File: src/java_lcg_random_generator_assert.svh
// ----------------------------------------------------------------------------
// java_lcg_random_generator_assert.svh
// assertion macros for the lcg generator
// ----------------------------------------------------------------------------
`ifndef JAVA_LCG_RANDOM_GENERATOR_ASSERT_SVH
`define JAVA_LCG_RANDOM_GENERATOR_ASSERT_SVH

`ifndef SYNTHESIS
`define JLCG_ASSERT_IMPL(label, clk, rst_n, ante, cons) \
	label: assert property (@(posedge clk) disable iff (!(rst_n)) (ante) |-> (cons)) \
		else $error("jlcg assertion failed");
`define JLCG_ASSERT_NEXT(label, clk, rst_n, ante, cons) \
	label: assert property (@(posedge clk) disable iff (!(rst_n)) (ante) |=> (cons)) \
		else $error("jlcg assertion failed");
`else
`define JLCG_ASSERT_IMPL(label, clk, rst_n, ante, cons)
`define JLCG_ASSERT_NEXT(label, clk, rst_n, ante, cons)
`endif

`endif

File: src/jlcg_pkg.sv
// ----------------------------------------------------------------------------
// jlcg_pkg
// types and constants of the 48-bit lcg generator
// ----------------------------------------------------------------------------
package jlcg_pkg;

	localparam int unsigned LCG_BITS = 48;

	localparam logic [LCG_BITS-1:0] LCG_MULT = 48'h0005_DEEC_E66D;
	localparam logic [LCG_BITS-1:0] LCG_ADD  = 48'h0000_0000_000B;

	typedef enum logic [3:0] {
		CMD_BITS      = 4'd0,
		CMD_INT       = 4'd1,
		CMD_BOUNDED   = 4'd2,
		CMD_LONG      = 4'd3,
		CMD_FLOAT     = 4'd4,
		CMD_DOUBLE    = 4'd5,
		CMD_SEED      = 4'd6,
		CMD_RAW_SEED  = 4'd7,
		CMD_READ_SEED = 4'd8
	} cmd_t;

	typedef enum logic [1:0] {
		STATUS_OK        = 2'd0,
		STATUS_BAD_BITS  = 2'd1,
		STATUS_BAD_BOUND = 2'd2
	} status_t;

endpackage

File: src/jlcg_if.sv
// ----------------------------------------------------------------------------
// jlcg_if
// request and response channels of the lcg generator
// ----------------------------------------------------------------------------
interface jlcg_req_if;
	logic        valid;
	logic        ready;
	logic [3:0]  command;
	logic [5:0]  bit_count;
	logic signed [31:0] bound;
	logic signed [63:0] seed_value;

	modport source (output valid, command, bit_count, bound, seed_value, input ready);
	modport sink (input valid, command, bit_count, bound, seed_value, output ready);
endinterface

interface jlcg_rsp_if;
	logic        valid;
	logic        ready;
	logic signed [63:0] value;
	logic [1:0]  status;

	modport source (output valid, value, status, input ready);
	modport sink (input valid, value, status, output ready);
endinterface

File: src/java_lcg_random_generator.sv
// ----------------------------------------------------------------------------
// java_lcg_random_generator
// 48-bit linear congruential generator with draw, seed and read commands
//
//   channel  dir  payload                                  beat when
//   req      in   command, bit_count, bound, seed_value    valid & ready
//   rsp      out  value, status                            valid & ready
//
// a state step runs ST_MUL_LO, ST_MUL_HI, ST_STEP on the one shared 32x32
// multiplier; single-draw commands step the state once, two-draw twice, and
// a power-of-two bound adds ST_MUL_BND, others 31 divider steps and a check
// per draw, repeated on rejection; seed, read and error beats go to ST_FINISH
// reset loads the scrambled zero seed; a stalled rsp holds the next result
// ----------------------------------------------------------------------------
`include "java_lcg_random_generator_assert.svh"

module java_lcg_random_generator (
	input  logic        clk,
	input  logic        arst_n,
	jlcg_req_if.sink    req,
	jlcg_rsp_if.source  rsp
);

	typedef enum logic [3:0] {
		ST_IDLE,
		ST_MUL_LO,
		ST_MUL_HI,
		ST_STEP,
		ST_USE,
		ST_MUL_BND,
		ST_DIV,
		ST_CHECK,
		ST_FINISH
	} state_t;

	localparam int unsigned LB = jlcg_pkg::LCG_BITS;

	state_t                  state_q;
	logic [LB-1:0]           lcg_q;
	jlcg_pkg::cmd_t          cmd_q;
	logic [5:0]              nbits_q;
	logic [31:0]             bound_q;
	logic                    second_q;
	logic [31:0]             hi_q;
	logic [63:0]             prod_q;
	logic [15:0]             cross_q;
	logic [30:0]             b_q;
	logic [30:0]             dsh_q;
	logic [30:0]             rem_q;
	logic [4:0]              cnt_q;
	logic [63:0]             res_value_q;
	logic [1:0]              res_status_q;
	logic                    rsp_valid_q;
	logic [63:0]             rsp_value_q;
	logic [1:0]              rsp_status_q;

	logic                    req_beat;
	jlcg_pkg::cmd_t          req_cmd;
	logic [31:0]             req_bound;
	logic                    bound_ok;
	logic                    bits_ok;
	logic                    seed_beat;

	logic [31:0]             mul_a;
	logic [31:0]             mul_b;
	logic [63:0]             mul_p;
	logic [15:0]             cross_sum;

	logic [31:0]             take_n;
	logic [31:0]             take32;
	logic [63:0]             long_sum;

	logic [31:0]             div_try;
	logic                    div_ge;
	logic [30:0]             div_rem;
	logic [32:0]             rej_sum;
	logic                    rejected;

	assign req.ready   = (state_q == ST_IDLE);
	assign req_beat    = req.valid && req.ready;
	assign req_cmd     = jlcg_pkg::cmd_t'(req.command);
	assign req_bound   = req.bound;
	assign bound_ok    = (req_bound != 32'd0) && !req_bound[31];
	assign bits_ok     = (req.bit_count != 6'd0) && (req.bit_count <= 6'd32);
	assign seed_beat   = req_beat && ((req_cmd == jlcg_pkg::CMD_SEED) ||
		(req_cmd == jlcg_pkg::CMD_RAW_SEED));

	assign rsp.valid   = rsp_valid_q;
	assign rsp.value   = rsp_value_q;
	assign rsp.status  = rsp_status_q;

	// shared multiplier
	always_comb begin
		mul_a = 32'd0;
		mul_b = 32'd0;
		case (state_q)
			ST_MUL_LO: begin
				mul_a = lcg_q[31:0];
				mul_b = jlcg_pkg::LCG_MULT[31:0];
			end
			ST_MUL_HI: begin
				mul_a = {16'd0, lcg_q[LB-1:32]};
				mul_b = {16'd0, jlcg_pkg::LCG_MULT[15:0]};
			end
			ST_MUL_BND: begin
				mul_a = bound_q;
				mul_b = {1'b0, b_q};
			end
			default: begin
				mul_a = 32'd0;
				mul_b = 32'd0;
			end
		endcase
	end

	assign mul_p = mul_a * mul_b;

	// hi state x low mult half + low state x mult bits above 32 (value 5)
	assign cross_sum = mul_p[15:0] + {lcg_q[13:0], 2'b00} + lcg_q[15:0];

	assign take_n   = 32'(lcg_q >> (6'(LB) - nbits_q));
	assign take32   = lcg_q[LB-1:LB-32];
	assign long_sum = {hi_q, 32'd0} + {{32{take32[31]}}, take32};

	// restoring divider step
	assign div_try = {rem_q, dsh_q[30]};
	assign div_ge  = (div_try >= bound_q);
	assign div_rem = div_ge ? 31'(div_try - bound_q) : div_try[30:0];

	assign rej_sum  = {2'b00, b_q} - {2'b00, rem_q} + {1'b0, bound_q} - 33'd1;
	assign rejected = (rej_sum[32:31] != 2'b00);

	always_ff @(posedge clk or negedge arst_n) begin
		if (!arst_n) begin
			state_q      <= ST_IDLE;
			lcg_q        <= jlcg_pkg::LCG_MULT;
			cmd_q        <= jlcg_pkg::CMD_BITS;
			nbits_q      <= 6'd0;
			bound_q      <= 32'd0;
			second_q     <= 1'b0;
			hi_q         <= 32'd0;
			prod_q       <= 64'd0;
			cross_q      <= 16'd0;
			b_q          <= 31'd0;
			dsh_q        <= 31'd0;
			rem_q        <= 31'd0;
			cnt_q        <= 5'd0;
			res_value_q  <= 64'd0;
			res_status_q <= jlcg_pkg::STATUS_OK;
			rsp_valid_q  <= 1'b0;
			rsp_value_q  <= 64'd0;
			rsp_status_q <= jlcg_pkg::STATUS_OK;
		end else begin
			if (rsp.ready && (state_q != ST_FINISH)) begin
				rsp_valid_q <= 1'b0;
			end
			case (state_q)
				ST_IDLE: begin
					if (req_beat) begin
						cmd_q        <= req_cmd;
						nbits_q      <= req.bit_count;
						bound_q      <= req_bound;
						second_q     <= 1'b0;
						res_value_q  <= 64'd0;
						res_status_q <= jlcg_pkg::STATUS_OK;
						state_q      <= ST_FINISH;
						case (req_cmd)
							jlcg_pkg::CMD_BITS: begin
								if (bits_ok) begin
									state_q <= ST_MUL_LO;
								end else begin
									res_status_q <= jlcg_pkg::STATUS_BAD_BITS;
								end
							end
							jlcg_pkg::CMD_BOUNDED: begin
								if (bound_ok) begin
									state_q <= ST_MUL_LO;
								end else begin
									res_status_q <= jlcg_pkg::STATUS_BAD_BOUND;
								end
							end
							jlcg_pkg::CMD_INT, jlcg_pkg::CMD_LONG,
							jlcg_pkg::CMD_FLOAT, jlcg_pkg::CMD_DOUBLE: begin
								state_q <= ST_MUL_LO;
							end
							jlcg_pkg::CMD_SEED: begin
								lcg_q <= req.seed_value[LB-1:0] ^ jlcg_pkg::LCG_MULT;
							end
							jlcg_pkg::CMD_RAW_SEED: begin
								lcg_q <= req.seed_value[LB-1:0];
							end
							jlcg_pkg::CMD_READ_SEED: begin
								res_value_q <= {{(64-LB){1'b0}}, lcg_q};
							end
							default: begin
								state_q <= ST_FINISH;
							end
						endcase
					end
				end
				ST_MUL_LO: begin
					prod_q  <= mul_p;
					state_q <= ST_MUL_HI;
				end
				ST_MUL_HI: begin
					cross_q <= cross_sum;
					state_q <= ST_STEP;
				end
				ST_STEP: begin
					lcg_q   <= prod_q[LB-1:0] + {cross_q, 32'd0} + jlcg_pkg::LCG_ADD;
					state_q <= ST_USE;
				end
				ST_USE: begin
					state_q <= ST_FINISH;
					case (cmd_q)
						jlcg_pkg::CMD_BITS: begin
							res_value_q <= {{32{take_n[31]}}, take_n};
						end
						jlcg_pkg::CMD_INT: begin
							res_value_q <= {{32{take32[31]}}, take32};
						end
						jlcg_pkg::CMD_FLOAT: begin
							res_value_q <= {40'd0, lcg_q[LB-1:LB-24]};
						end
						jlcg_pkg::CMD_LONG: begin
							if (!second_q) begin
								hi_q     <= take32;
								second_q <= 1'b1;
								state_q  <= ST_MUL_LO;
							end else begin
								res_value_q <= long_sum;
							end
						end
						jlcg_pkg::CMD_DOUBLE: begin
							if (!second_q) begin
								hi_q     <= {6'd0, lcg_q[LB-1:LB-26]};
								second_q <= 1'b1;
								state_q  <= ST_MUL_LO;
							end else begin
								res_value_q <= {11'd0, hi_q[25:0], lcg_q[LB-1:LB-27]};
							end
						end
						jlcg_pkg::CMD_BOUNDED: begin
							b_q   <= lcg_q[LB-1:LB-31];
							dsh_q <= lcg_q[LB-1:LB-31];
							rem_q <= 31'd0;
							cnt_q <= 5'd30;
							if ((bound_q & (bound_q - 32'd1)) == 32'd0) begin
								state_q <= ST_MUL_BND;
							end else begin
								state_q <= ST_DIV;
							end
						end
						default: begin
							state_q <= ST_FINISH;
						end
					endcase
				end
				ST_MUL_BND: begin
					res_value_q <= {31'd0, mul_p[63:31]};
					state_q     <= ST_FINISH;
				end
				ST_DIV: begin
					rem_q <= div_rem;
					dsh_q <= {dsh_q[29:0], 1'b0};
					cnt_q <= cnt_q - 5'd1;
					if (cnt_q == 5'd0) begin
						state_q <= ST_CHECK;
					end
				end
				ST_CHECK: begin
					if (rejected) begin
						state_q <= ST_MUL_LO;
					end else begin
						res_value_q <= {33'd0, rem_q};
						state_q     <= ST_FINISH;
					end
				end
				ST_FINISH: begin
					if (!rsp_valid_q || rsp.ready) begin
						rsp_valid_q  <= 1'b1;
						rsp_value_q  <= res_value_q;
						rsp_status_q <= res_status_q;
						state_q      <= ST_IDLE;
					end
				end
				default: begin
					state_q <= ST_IDLE;
				end
			endcase
		end
	end

	`JLCG_ASSERT_NEXT(a_state_held, clk, arst_n, (state_q != ST_STEP) && !seed_beat, $stable(lcg_q))
	`JLCG_ASSERT_IMPL(a_rem_below_bound, clk, arst_n, state_q == ST_CHECK, 32'(rem_q) < bound_q)
	`JLCG_ASSERT_IMPL(a_pow2_bound, clk, arst_n, state_q == ST_MUL_BND, $onehot(bound_q))

endmodule

File: src/flat_wrapper.sv
// flat-port wrapper written by rule: the top's interface ports become plain ports
module java_lcg_random_generator_flat 
  (clk, arst_n, req_valid, req_command, req_bit_count, req_bound, req_seed_value, req_ready, rsp_valid, rsp_value, rsp_status, rsp_ready);
  jlcg_req_if req_i ();
  jlcg_rsp_if rsp_i ();
  input  logic clk;
  input  logic arst_n;
  input wire logic [$bits(req_i.valid)-1:0] req_valid;
  input wire logic [$bits(req_i.command)-1:0] req_command;
  input wire logic [$bits(req_i.bit_count)-1:0] req_bit_count;
  input wire logic [$bits(req_i.bound)-1:0] req_bound;
  input wire logic [$bits(req_i.seed_value)-1:0] req_seed_value;
  output wire logic [$bits(req_i.ready)-1:0] req_ready;
  output wire logic [$bits(rsp_i.valid)-1:0] rsp_valid;
  output wire logic [$bits(rsp_i.value)-1:0] rsp_value;
  output wire logic [$bits(rsp_i.status)-1:0] rsp_status;
  input wire logic [$bits(rsp_i.ready)-1:0] rsp_ready;
  assign req_i.valid = req_valid;
  assign req_i.command = req_command;
  assign req_i.bit_count = req_bit_count;
  assign req_i.bound = req_bound;
  assign req_i.seed_value = req_seed_value;
  assign req_ready = req_i.ready;
  assign rsp_valid = rsp_i.valid;
  assign rsp_value = rsp_i.value;
  assign rsp_status = rsp_i.status;
  assign rsp_i.ready = rsp_ready;
  java_lcg_random_generator u_core (.clk(clk), .arst_n(arst_n), .req(req_i), .rsp(rsp_i));
endmodule
File: config.mk
export PLATFORM = sky130hd
export DESIGN_NAME = java_lcg_random_generator_flat
export DESIGN_NICKNAME = d
export VERILOG_FILES = /design/src/jlcg_pkg.sv /design/src/jlcg_if.sv /design/src/java_lcg_random_generator.sv /design/src/flat_wrapper.sv
export VERILOG_INCLUDE_DIRS = /design/src /design/src/src
export SDC_FILE = /design/constraint.sdc
export NUM_CORES = 2
export LEC_CHECK = 0
export BUFFER_PORTS_ARGS = -buffer_cell sky130_fd_sc_hd__buf_2
export CAP_MARGIN = 20
export CORE_MARGIN = 10
export CORE_UTILIZATION = 50
export CTS_CLUSTER_SIZE = 8
export DETAILED_ROUTE_END_ITERATION = 7
export PLACE_DENSITY = 0.81
export SYNTH_ARGS = -nofsm -noshare
export SYNTH_HDL_FRONTEND = slang
export SYNTH_SLANG_ARGS = --single-unit
File: constraint.sdc
create_clock -name clk -period 8.35 [get_ports clk]
set_input_delay 0.835 -clock clk [delete_from_list [all_inputs] [get_ports clk]]
set_output_delay 0.835 -clock clk [all_outputs]
set_load 0.01 [all_outputs]
; Word-level counts from Yosys, hierarchy flattened
; Index checks and enable logic that the tools add are counted.
; Widths: inputs -> output; s select.
[totals]
out_inout_bits = 68
inputBits = 110
word_cells = 143
regBits = 422
[op_classes]
n_mul = 1
n_shift = 1
order_cmp = 2
reduce_logical = 31
n_addsub = 12
mux = 42
n_eq_ne = 34
n_bitwise = 2
[ops]
columns = cell, count
row1 = $pmux 64 s5, 1
row2 = $mux 64, 4
row3 = $pmux 64 s4, 1
row4 = $pmux 32 s3, 2
row5 = $pmux 48 s2, 2
row6 = $pmux 31 s2, 2
row7 = $mux 48, 2
row8 = $mux 31, 3
row9 = $add 64x64->64, 1
row10 = $mul 32x32->64, 1
row11 = $mux 32, 2
row12 = $pmux 32 s2, 1
row13 = $add 48x4->48 const B, 1
row14 = $add 48x48->48, 1
row15 = $shr 48x6->32, 1
row16 = $eq 4x3->1 const B, 10
row17 = $pmux 4 s9, 1
row18 = $add 33x32->33, 1
row19 = $sub 33x1->33 const B, 1
row20 = $add 16x16->16, 2
row21 = $and 32x32->32, 1
row22 = $ge 32x32->1, 1
row23 = $logic_not 32->1, 1
row24 = $reduce_bool 32->1, 1
row25 = other kinds (39), 81

; Depth between registers and ports, before layout
[depth]
ltp_word = 6
depth_mapped = 38
mapped_depth_nobuf = 33

; Least setup slack after synthesis
; No wires, ideal clock.
[synth_path]
path_kind = register -> register
from = reg u_core.state_q[3]
to = reg u_core.res_value_q[31]
setup_ns = 0.126
required_ns = 8.224
slack_ns = -0.436
stages_incl_launch_ff = 34
period_less_slack_ns = 8.786
path_buffers = 5
arrival_time_ns = 8.660
path_cell_list = dfrtp_1 > clkbuf_1 > inv_1 > nand2_1 > nor2_1 > clkbuf_1 > clkbuf_1 > a21boi_1 > clkbuf_1 > nor2_1 > fa_1 > fa_1 > inv_1 > fa_1 > inv_1 > fa_1 > inv_1 > fa_1 > fa_1 > fa_1 > fa_1 > inv_1 > ha_1 > clkbuf_1 > and4_1 > and2_1 > a22oi_1 > a21oi_1 > nor3_2 > nor4_1 > o31ai_1 > o21ai_1 > xor2_1 > a221o_1
[synth_via]
elab_chain_cells = 4
word_cells_on_any_way = 18
cone_classes = mul: 1 / eq/ne: 10 / mux: 3 / reduce/logical: 4
[synth_rtl]
columns = item, line
row1 = "start, declared", java_lcg_random_generator.sv:38  ; state_t state_q;
row2 = "start signal, assigned", java_lcg_random_generator.sv:135  ; state_q <= ST_IDLE;
row3 = "start signal, assigned", java_lcg_random_generator.sv:166  ; state_q <= ST_FINISH;
row4 = "start signal, assigned", java_lcg_random_generator.sv:170  ; state_q <= ST_MUL_LO;
row5 = $eq 4x3->1 (tied with other cells), "java_lcg_random_generator.sv:96, java_lcg_random_generator.sv:157"
row6 = $pmux 32 s3 / $logic_and 1x1->1 (equally long branches), "java_lcg_random_generator.sv:96, java_lcg_random_generator.sv:80"
row7 = $mul 32x32->64 / $ne 2x2->1 (equally long branches), n/a
row8 = $pmux 64 s4 / $reduce_and 6->1 (equally long branches), n/a
row9 = "end signal, assigned", java_lcg_random_generator.sv:193  ; res_value_q <= {{(64-LB){1'b0}}, lcg_q};
row10 = "end signal, assigned", java_lcg_random_generator.sv:217  ; res_value_q <= {{32{take_n[31]}}, take_n};
row11 = "end signal, assigned", java_lcg_random_generator.sv:220  ; res_value_q <= {{32{take32[31]}}, take32};
row12 = "end, declared", java_lcg_random_generator.sv:51  ; logic [63:0] res_value_q;
; Parallel ways exist; a longest one is shown, timed or not.
; A chain may end at the register's enable or synchronous reset.

; Worst setup path after layout
[layout_path]
from = reg u_core.state_q[1]
to = reg u_core.res_value_q[21]
; The elaborated chain is that of the path after synthesis.

==> qor.yml <==
status:
  result_of_the_run: "finished with violations"
  failed_checks: "DRC, setup timing"
critical_path:
  critical-path-slowest-cell: "sky130_fd_sc_hd__fa_2"
  setup.worst_path.start_class: "register"
  cp-end-kind: "register"
  critical_path.reg2reg.endpoint: "u_core.res_value_q[21]"
  critical_path.max_stage_delay_ns: 0.61
  crit-reg2reg-launch: "u_core.state_q[1]"
  cp.buffers_inverters: 13
  ff2ff_path_depth: 36
  setup.worst_path.class: "register to register"
  r2r_slack_ns: -0.56
  worstPathRequired_ns: 8.89
  worst-path-max-fanout: 8
  cp_top_family: "adder cells"
  arrival_time_of_data_at_the_critical_path_endpoint_ns: 9.45
  critical_path.most_common_cell: "sky130_fd_sc_hd__fa_1"
cts:
  clock_tree.htree_level_count: 2
  clk-insertion-delay-late_ns: 0.66
  clkSinkCount: 422
  ctsHoldBuffers: 0
  clkTransAtPathRegs_ns: 0.06
  cts_buffer_depth: 3
  cts_inserted_buffers: 59
  cts_root_buffer: "sky130_fd_sc_hd__clkbuf_16"
  tritoncts_clock_tree: "done"
synthesis:
  synthesis.instances: 7381
  ys_types: 94
  yosysWarnings: 0
  number_of_enable_type_register_cells_in_the_synthesized_netlist: 0
  postSynth.topFlopCell: "sky130_fd_sc_hd__dfrtp_1"
  syn_area_per_cell_um2: 8.57
  synthesis.area_mm2: 0.0633
  number_of_flip_flops_and_latches_in_the_synthesized_netlist: 422
  synth-seq-area-share: 0.167
  synthArstFlopShare: 1.00
  synthesis.nets: 8857
timing:
  post-route-min-period_ns: 8.91
  post-route-worst-setup-slack_ns: -0.563
  tns_ns: -15.31
  fin_crit_sh: 1.07
  final_worst_clock_skew_ns: 0.0326
  maxSlewHeadroom: 0.176
  pins_over_their_slew_limit: 0
  rsz0062_at_grt: "yes"
  setup_viol: 46
  max_slew.worst_pin.slew_ns: 1.23
  max_clock_freq_mhz: 112
  hold_viol_final: 0
power:
  power.share.switching: 0.535
  p_total_mw: 27.2
  net-switching-power_mw: 14.6
  power.share.clock: 0.083
  powerDensity_mw_per_mm2: 352
  worst_ir_drop_vdd_mv: 0.388
  p_comb_frac: 0.779
  p_int_mw: 12.7
  p_leak_nw: 37.6
  seqPwrFrac: 0.138
cells_and_area:
  final_net_count: 9603
  layoutNonFillerInstCount: 9806
  area_of_the_multi_input_gates_mm2: 0.0494
  post_route_cells_drive_above_1_share: 0.231
  synthToLayoutAreaGrowth_pct: 22.3
  utilization_after_layout: 0.616
  number_of_inserted_filler_cells_in_the_final_layout: 10300
  seqCellArea_mm2: 0.0106
die:
  boundaryPins: 178
  floorplan.initialDensity: 0.503
  placementRows: 130
  die_span_in_x_um: 376
  die_area_mm2: 0.141
  design.core.area_mm2: 0.126
  die_h_um: 376
hold_path:
  holdCritPathClass: "input pin to asynchronous set/reset pin"
grt:
  first_pass_grt_wire_length_mm: 384
  gr-usage-met3: 0.150
  global_route.overflow_total: 0
  antenna_found_initial: 21
  grt_pass1_vias: 60500
  grtUsageMet2: 0.527
  globalRouteTotalUtil: 0.362
  grt_busiest_layer: "met2"
  grt_start_max_net_pins: 143
  gr_layer_usage_met1: 0.443
drt:
  initial_drt_pass_iterations: 8
  post_drt_via_cell_ratio: 6.17
  drtIter0Drc: 8090
  route.detailed.wl_per_inst_um: 27.0
  route.detailed.drc: 38
  antenna_violating_nets_post_route: 0
  route.final.wire_length_mm: 265
  via_count: 60500
placed_design:
  dp_hpwl_mm: 211
  dp.cells: 9611
  dp_slack_ns: -1.46
  port_buffers: 161
  placer_congestion: 1.11
job:
  max_cap_violations: 0
cells in the mapped netlist (all sizes together), types with 28 or more instances:
master	instances	area, um2
a211oi	68	515
a21o	101	758
a21oi	328	1640
a31oi	75	484
and3	56	350
buf	60	313
clkbuf	358	1340
dfrtp	399	9980
fa	913	18300
ha	453	5670
inv	1104	4140
mux2	139	1570
mux2i	59	591
mux4	44	991
nand2	1139	4280
nand2b	34	213
nand3	136	686
nand4	38	238
nor2	801	3010
nor2b	36	225
nor3	52	275
o211ai	29	218
o21a	33	248
o21ai	280	1410
o21bai	28	210
xnor2	126	1100
xor2	94	838
stage by stage:
stage	hold WS (ns)	cell area (um2)
after global placement	0.451	71800
after global routing	0.257	77400
after CTS	0.223	74600
final	0.210	77400
after floorplan	0.435	63400
after detailed placement	0.464	71800
layout by cell type, fill, tap and decap left out, types with 116 or more instances in the layout:
cell | Yosys | layout
sky130_fd_sc_hd__nand2_1 | 1138 | 1093
sky130_fd_sc_hd__mux2_2 | 139 | 137
sky130_fd_sc_hd__nor2_1 | 801 | 685
sky130_fd_sc_hd__inv_1 | 1104 | 1074
sky130_fd_sc_hd__buf_4 | 4 | 754
sky130_fd_sc_hd__nand3_1 | 135 | 116
sky130_fd_sc_hd__xnor2_1 | 126 | 116
sky130_fd_sc_hd__dfrtp_1 | 399 | 397
sky130_fd_sc_hd__o21ai_0 | 253 | 209
sky130_fd_sc_hd__buf_2 | 34 | 161
sky130_fd_sc_hd__ha_1 | 453 | 420
sky130_fd_sc_hd__fa_1 | 913 | 863
sky130_fd_sc_hd__a21oi_1 | 328 | 288
area by class of cell:
| type | instances | share of cell area |
|---|---|---|
| sequential | 422 | 0.137 |
| antenna | 7 | 0.000226 |
| tap | 1650 | 0.0267 |
| timing repair buffer | 1103 | 0.123 |
| clock buffer | 78 | 0.0200 |
| inverter | 1104 | 0.0535 |
| multi-input combinational | 5437 | 0.639 |
| clock inverter | 5 | 0.00103 |
power groups by stage:
stage / clock [mW] / combinational, mW / sequential [mW]
finish: 2.27 / 21.2 / 3.76
global route: 2.34 / 22.4 / 3.73
CTS: 2.26 / 19.4 / 3.60
detailed placement: 0 / 18.9 / 3.60
global placement: 0 / 18.5 / 3.59
floorplan: 0 / 11.6 / 3.28
metal layers:
layer / vias up / share of wire / wire (um)
met5: - / 0.00091 / 242
met4: 24 / 0.083 / 22100
met3: 1133 / 0.15 / 39800
met2: 4342 / 0.41 / 109000
met1: 29700 / 0.35 / 93500
li1: 25300 / - / -
registers in the layout, summed over array words and instances, names as in the netlist, 6 cells and up:
name                cells
u_core.cross_q         16
u_core.b_q             31
u_core.hi_q            32
u_core.dsh_q           31
u_core.res_value_q     64
u_core.prod_q          48
u_core.bound_q         32
u_core.nbits_q          6
u_core.rem_q           31
u_core.lcg_q           48
u_core.rsp.value       64
cells by family after synthesis:
logic type / count (synthesis) / share of synthesized area
buffers and inverters: 1522 / 0.0917
XOR/XNOR: 220 / 0.0307
adder cells (fa/ha/maj): 1367 / 0.379
flip-flops: 422 / 0.167
multiplexers: 242 / 0.0497
AO/OA/AOI/OAI: 1201 / 0.123
AND/OR/NAND/NOR: 2407 / 0.159
worst register-to-register path, delay by kind of cell (launching register included):
family	cells	cell delay (ns)
AOI/OAI and AO/OA	2	0.48
xor gates and xnor gates	1	0.12
adders and majority gates	9	4.17
buffers and inverters	13	1.70
DFF	1	0.39
and+or+nand+nor	11	1.93
repair_timing:
item,in CTS,in global routing
setup endpoints to repair,65,63
resized for setup,233,495
buffers inserted,20,85
gates cloned,2,5
pin swaps,42,178
worst max path at each step:
| stage | from | to | slack (ns) | cells past startpoint |
|---|---|---|---|---|
| 3_3_place_gp | u_core.state_q[1] | u_core.res_value_q[26] | -1.31 | 32 |
| 4_1_cts | u_core.state_q[1] | u_core.res_value_q[31] | -0.44 | 34 |
| 5_1_grt | u_core.state_q[1] | u_core.res_value_q[21] | -0.67 | 38 |
| 3_5_place_dp | u_core.state_q[1] | u_core.res_value_q[30] | -1.46 | 32 |
| 6_report | u_core.state_q[1] | u_core.res_value_q[21] | -0.56 | 36 |
| 2_1_floorplan | u_core.state_q[3] | u_core.res_value_q[31] | -0.003 | 34 |
Note: power is estimated with default switching activity, not from simulation.
